<file path="src/hdl/qspe_pkg.sv">
// Package: shared types and constants of the shortest path engine.
package qspe_pkg;

   localparam int NODE_W  = 10;
   localparam int EDGE_W  = 13;
   localparam int LINK_W  = 14;
   localparam int DIST_W  = 30;
   localparam int COST_W  = 16;
   localparam int COUNT_W = 11;
   localparam int NODES   = 1024;
   localparam int EDGES   = 8192;

   // 127/3 = 42 = 0x2A repeated as 0x2A2A2A2A, which fits the 30-bit distance
   localparam logic [DIST_W-1:0] INIT_DIST = 30'd707406378;

   localparam logic [1:0] OP_ADD   = 2'd0;
   localparam logic [1:0] OP_SOLVE = 2'd1;
   localparam logic [1:0] OP_QUERY = 2'd2;
   localparam logic [1:0] OP_CLEAR = 2'd3;

   localparam logic [0:0] REG_SOURCE = 1'd0;
   localparam logic [0:0] REG_COUNT  = 1'd1;

   typedef struct packed {
      logic [1:0]        opcode;
      logic [NODE_W-1:0] edge_from;
      logic [NODE_W-1:0] edge_to;
      logic [COST_W-1:0] edge_weight;
   } req_type;

   typedef struct packed {
      logic [NODE_W-1:0] query_node;
      logic [DIST_W-1:0] distance;
      logic              reachable;
      logic              table_full;
   } rsp_type;

   // Saturating relax candidate: dist + cost clipped to INIT_DIST
   function automatic logic [DIST_W-1:0] sat_add(input logic [DIST_W-1:0] d,
                                                 input logic [COST_W-1:0] c);
      logic [DIST_W:0] s;
      s = {1'b0, d} + {{(DIST_W-COST_W+1){1'b0}}, c};
      if (s > {1'b0, INIT_DIST}) sat_add = INIT_DIST;
      else                       sat_add = s[DIST_W-1:0];
   endfunction

endpackage

</file>
<file path="src/hdl/qspe_csr.sv">
// Configuration registers: source node and active node count.
module qspe_csr (
   input  logic                          clock,
   input  logic                          reset,
   input  logic                          csr_psel,
   input  logic                          csr_penable,
   input  logic                          csr_pwrite,
   input  logic [2:0]                    csr_paddr,
   input  logic [31:0]                   csr_pwdata,
   output logic [31:0]                   csr_prdata,
   output logic                          csr_pready,
   output logic [qspe_pkg::NODE_W-1:0]   source_ff,
   output logic [qspe_pkg::COUNT_W-1:0]  count_ff
);
   logic       wr;
   logic [0:0] idx;

   assign csr_pready = 1'b1;
   assign wr  = csr_psel & csr_penable & csr_pwrite;
   assign idx = csr_paddr[2:2];

   always_ff @(posedge clock) begin
      if (reset) begin
         source_ff <= '0;
         count_ff  <= qspe_pkg::COUNT_W'(qspe_pkg::NODES);
      end else if (wr && csr_paddr[1:0] == 2'd0) begin
         if (idx == qspe_pkg::REG_SOURCE) source_ff <= csr_pwdata[qspe_pkg::NODE_W-1:0];
         else                             count_ff  <= csr_pwdata[qspe_pkg::COUNT_W-1:0];
      end
   end

   always_comb begin
      csr_prdata = '0;
      if (idx == qspe_pkg::REG_SOURCE)
         csr_prdata[qspe_pkg::NODE_W-1:0] = source_ff;
      else
         csr_prdata[qspe_pkg::COUNT_W-1:0] = count_ff;
   end
endmodule
</file>
<file path="config.mk">
export PLATFORM = sky130hd
export DESIGN_NAME = qspe_csr
export DESIGN_NICKNAME = d
export VERILOG_FILES = /design/src/hdl/qspe_pkg.sv /design/src/hdl/qspe_csr.sv
export SDC_FILE = /design/constraint.sdc
export NUM_CORES = 1
export LEC_CHECK = 0
export BUFFER_PORTS_ARGS = -buffer_cell sky130_fd_sc_hd__buf_2
export CAP_MARGIN = 10
export CORE_MARGIN = 4
export CORE_UTILIZATION = 36
export CTS_CLUSTER_DIAMETER = 150
export DETAILED_ROUTE_END_ITERATION = 16
export HOLD_SLACK_MARGIN = 0.06
export PLACE_DENSITY = 0.76
export RECOVER_POWER = 50
export SLEW_MARGIN = 20
export SYNTH_ARGS = -nofsm -noshare
export SYNTH_HDL_FRONTEND = slang
export SYNTH_SLANG_ARGS = --single-unit
</file>
<file path="constraint.sdc">
create_clock -name clock -period 1.3 [get_ports clock]
set_clock_uncertainty 0.05 [all_clocks]
set_input_delay 0.065 -clock clock [delete_from_list [all_inputs] [get_ports clock]]
set_output_delay 0.065 -clock clock [all_outputs]
set_load 0.005 [all_outputs]
</file>
# Word-level counts from Yosys, hierarchy flattened
# Index checks and enable logic that the tools add are counted.
# totals
register_bits,21
input_bits,40
out_inout_bits,54
word_cells,11
# op_classes
muxes,2
bitwise_logic,3
n_reduce_logical,4
# op_table
cell,n
10-bit two-way mux,1
2-bit AND reduction,2
1-bit AND,2
2-bit zero test,1
1-bit logical AND,1
1-bit two-way mux,1
1-bit NOT,1

# Longest topological paths before layout
# depth
depth_word,4
ltp_mapped,4
ltp_nobuf,3

# Worst setup path after synthesis
# No wires, ideal clock.
# synth_timing
kind,input to register
start,input csr_paddr[2]
end,register source_ff[0] (netlist name)
setup_ns,0.120
t_arrival_ns,0.779
slack_ns,0.352
path_stages,4
path_buffers,1
cell_sequence,nand4b_1 -> or3_1 -> buf_6 -> mux2i_1
# synth_between
elab_chain_cells,2
# synth_rtl
item,line,source
start: declaration,qspe_csr.sv:8,"input logic [2:0] csr_paddr,"
1-bit NOT (no line),--,
2-bit AND reduction (no line),--,
end signal: assignment,qspe_csr.sv:27,if (idx == qspe_pkg::REG_SOURCE) source_ff <= csr_pwdata[qspe_pkg::NODE_W-1:0];
end: declaration,qspe_csr.sv:12,"output logic [qspe_pkg::NODE_W-1:0] source_ff,"
# Every way passes these cells.
# A chain may end at the register's enable or synchronous reset.

# Worst setup path after layout
# layout_timing
start,register count_ff[8] (netlist name)
end,output csr_prdata[8]
# layout_between
elab_chain_cells,1
# layout_rtl
item,line,source
start: declaration,qspe_csr.sv:13,output logic [qspe_pkg::COUNT_W-1:0] count_ff
start signal: assignment,qspe_csr.sv:25,count_ff <= qspe_pkg::COUNT_W'(qspe_pkg::NODES);
start signal: assignment,qspe_csr.sv:28,else count_ff <= csr_pwdata[qspe_pkg::COUNT_W-1:0];
10-bit two-way mux,qspe_csr.sv:34,if (idx == qspe_pkg::REG_SOURCE)
end: declaration,qspe_csr.sv:10,"output logic [31:0] csr_prdata,"
# Every way passes these cells.

==> results.json <==
{
  "run_status": "finished, final reports clean",
  "cts_made_buffers": 3,
  "p_total_uw": 1110,
  "area_growth_pct": 28.7,
  "final_core_util_pct": 48.9,
  "cp_max_fo": 3,
  "synth.ff_latch_count": 21,
  "ys_seq_area_share_pct": 35.7,
  "viasPerCell": 4.04,
  "min_period_over_period_pct": 91.5,
  "yosysUniqueCellTypes": 15,
  "maxCapViolCount": 0,
  "grt_pass1_vias": 902,
  "clk_pin_slew_ns": 0.12,
  "swShare_pct": 24.3,
  "p_leak_uw": 0.000810,
  "grt_overflow_total": 0,
  "htreeDepth": 1,
  "grt_setup_unrepaired": "no",
  "wire_per_inst_um": 10.8,
  "worstSetupPathType": "flip-flop to output pin",
  "tns_ns": 0,
  "die_w_um": 65.2,
  "routed-via-count": 906,
  "pwr-share-seq_pct": 58.7,
  "end_kind": "output pin",
  "fmax_mhz": 841,
  "postCtsResizedCells": 0,
  "clkLatencyLatePin_ns": 0.30,
  "grt_pass1_wl_mm": 3.97,
  "nNetsFinal": 221,
  "cts_tree": "yes",
  "syn_area_um2": 1180,
  "remaining_drc_errors": 0,
  "power.switching_uw": 270,
  "dp_hpwl_mm": 1.77,
  "io_pins": 94,
  "p_int_uw": 839,
  "die_h_um": 65.2,
  "synthCells": 119,
  "grt_max_degree": 33,
  "layout-drive-gt1-share_pct": 32.2,
  "setup_viol_count_final": 0,
  "dieArea_um2": 4250,
  "ant_nets": 0,
  "cts.sinks": 21,
  "drt-initial-drc-count": 18,
  "globalRouteTotalUtil_pct": 11.8,
  "period_needed_ns": 1.19,
  "crit_required_ns": 1.19,
  "final-hold-violation-count": 0,
  "design_area_um2": 1520,
  "cts-root-buf": "clkbuf_4",
  "antenna_found_initial": 0,
  "dpl_cell_area_um2": 1390,
  "p_per_area_nw_per_um2": 732,
  "combPwrFrac_pct": 12.8,
  "pwr-share-clk_pct": 28.5,
  "fp.coreArea_um2": 3100,
  "n_antenna_cell": 0,
  "numPortBuffers": 50,
  "clock_path_buffers": 2,
  "fp-row-count": 20,
  "routabilityCongestion": 0.661,
  "slew_viol_final": 0,
  "floorplan.initialDensity_pct": 38.0,
  "start_kind": "flip-flop",
  "yosysWarnings": 0,
  "critPathArrivalTime_ns": 1.07,
  "hp-class": "primary input to flip-flop",
  "peakVddDrop_mv": 0.302,
  "syn_avg_cell_area_um2": 9.90,
  "wl_mm": 2.43,
  "dr.pass1.iters": 4
}
per-stage QoR:
step	hold WS [ns]	worst slack, ns	std cells
2_1_floorplan	0.182	0.352	139
5_1_grt	0.209	0.0281	224
3_3_place_gp	0.275	0.136	209
3_5_place_dp	0.301	0.112	209
6_report	0.192	0.110	224
4_1_cts	0.142	0.0919	224
cells by family after synthesis:
logic type	after synthesis	share of synthesized area [%]
flip-flops	21	35.7
other	2	0.637
AND/OR/NAND/NOR	37	19.3
buffers and inverters	28	17.0
multiplexers	31	27.4
layout make-up:
cell class                      instances  area, um2
Multi-Input combinational cell         90        633
Sequential cell                        21        420
Fill cell                             311       1590
Clock inverter                          1       5.00
Timing Repair Buffer                   65        380
Tap cell                               44       55.1
Clock buffer                            3       22.5
cells in the final DEF, fill, tap and decap left out:
master,n
nand2b_1,30
buf_2,50
clkinv_2,1
nor2_1,2
and2_1,1
dlygate4sd3_1,11
mux2i_1,21
clkbuf_2,4
clkbuf_4,3
or3_1,1
dfxtp_1,21
nor3_1,1
nand4b_1,1
nand4_1,1
mux2_1,10
conb_1,22
power groups by stage:
stage | Sequential [uW] | Clock (uW) | Combinational [uW]
floorplan | 666 | 0 | 116
global placement | 666 | 0 | 118
detailed placement | 666 | 0 | 118
CTS | 651 | 345 | 143
global route | 652 | 372 | 160
finish | 651 | 316 | 142
routing by layer:
layer | vias to the layer above | share of wire, % | wire length, um | track usage (%)
met1 | 399 | 45 | 1090 | 15.4
met2 | 37 | 47 | 1130 | 19.2
met3 | 2 | 7.7 | 188 | 2.22
met4 | 0 | 0.62 | 15 | 4.66
met5 | - | 0 | 0 | 0
li1 | 468 | - | - | -
critical path, stage by stage (launching register included):
cell and delay, ns:
dfxtp_1 0.35, mux2_1 0.30, buf_2 0.13
path summary, 6_finish.rpt:
path | from | end | slack (ns) | cells after the start
worst max-delay path | count_ff[8] | csr_prdata[8] | 0.11 | 2
worst min-delay path | reset | count_ff[10] | 0.19 | 3
worst max register to register | source_ff[7] | source_ff[7] | 0.62 | 2
worst min register to register | count_ff[9] | count_ff[9] | 0.45 | 2
what timing repair did:
action | in CTS | in global routing
setup buffers | 0 | 0
hold buffers | 11 | 0
hold endpoints to repair | 21 | 0
synthesized netlist by cell type:
master     n  area share [%]
nand2b_1  30              16
mux2i_1   21              18
nand4b_1   1            0.74
or3_1      1            0.53
nor3_1     1            0.42
dfxtp_1   21              36
buf_6      1            0.96
clkbuf_1   3            0.96
conb_1     2            0.64
buf_4     23              15
nor2_1     2            0.64
and2_1     1            0.53
nand4_1    1            0.53
buf_2      1            0.42
mux2_1    10             9.6
sequential cells by signal (all words and copies together) (netlist names):
register	count
count_ff	11
source_ff	10
Note: power is estimated with default switching activity, not from simulation.
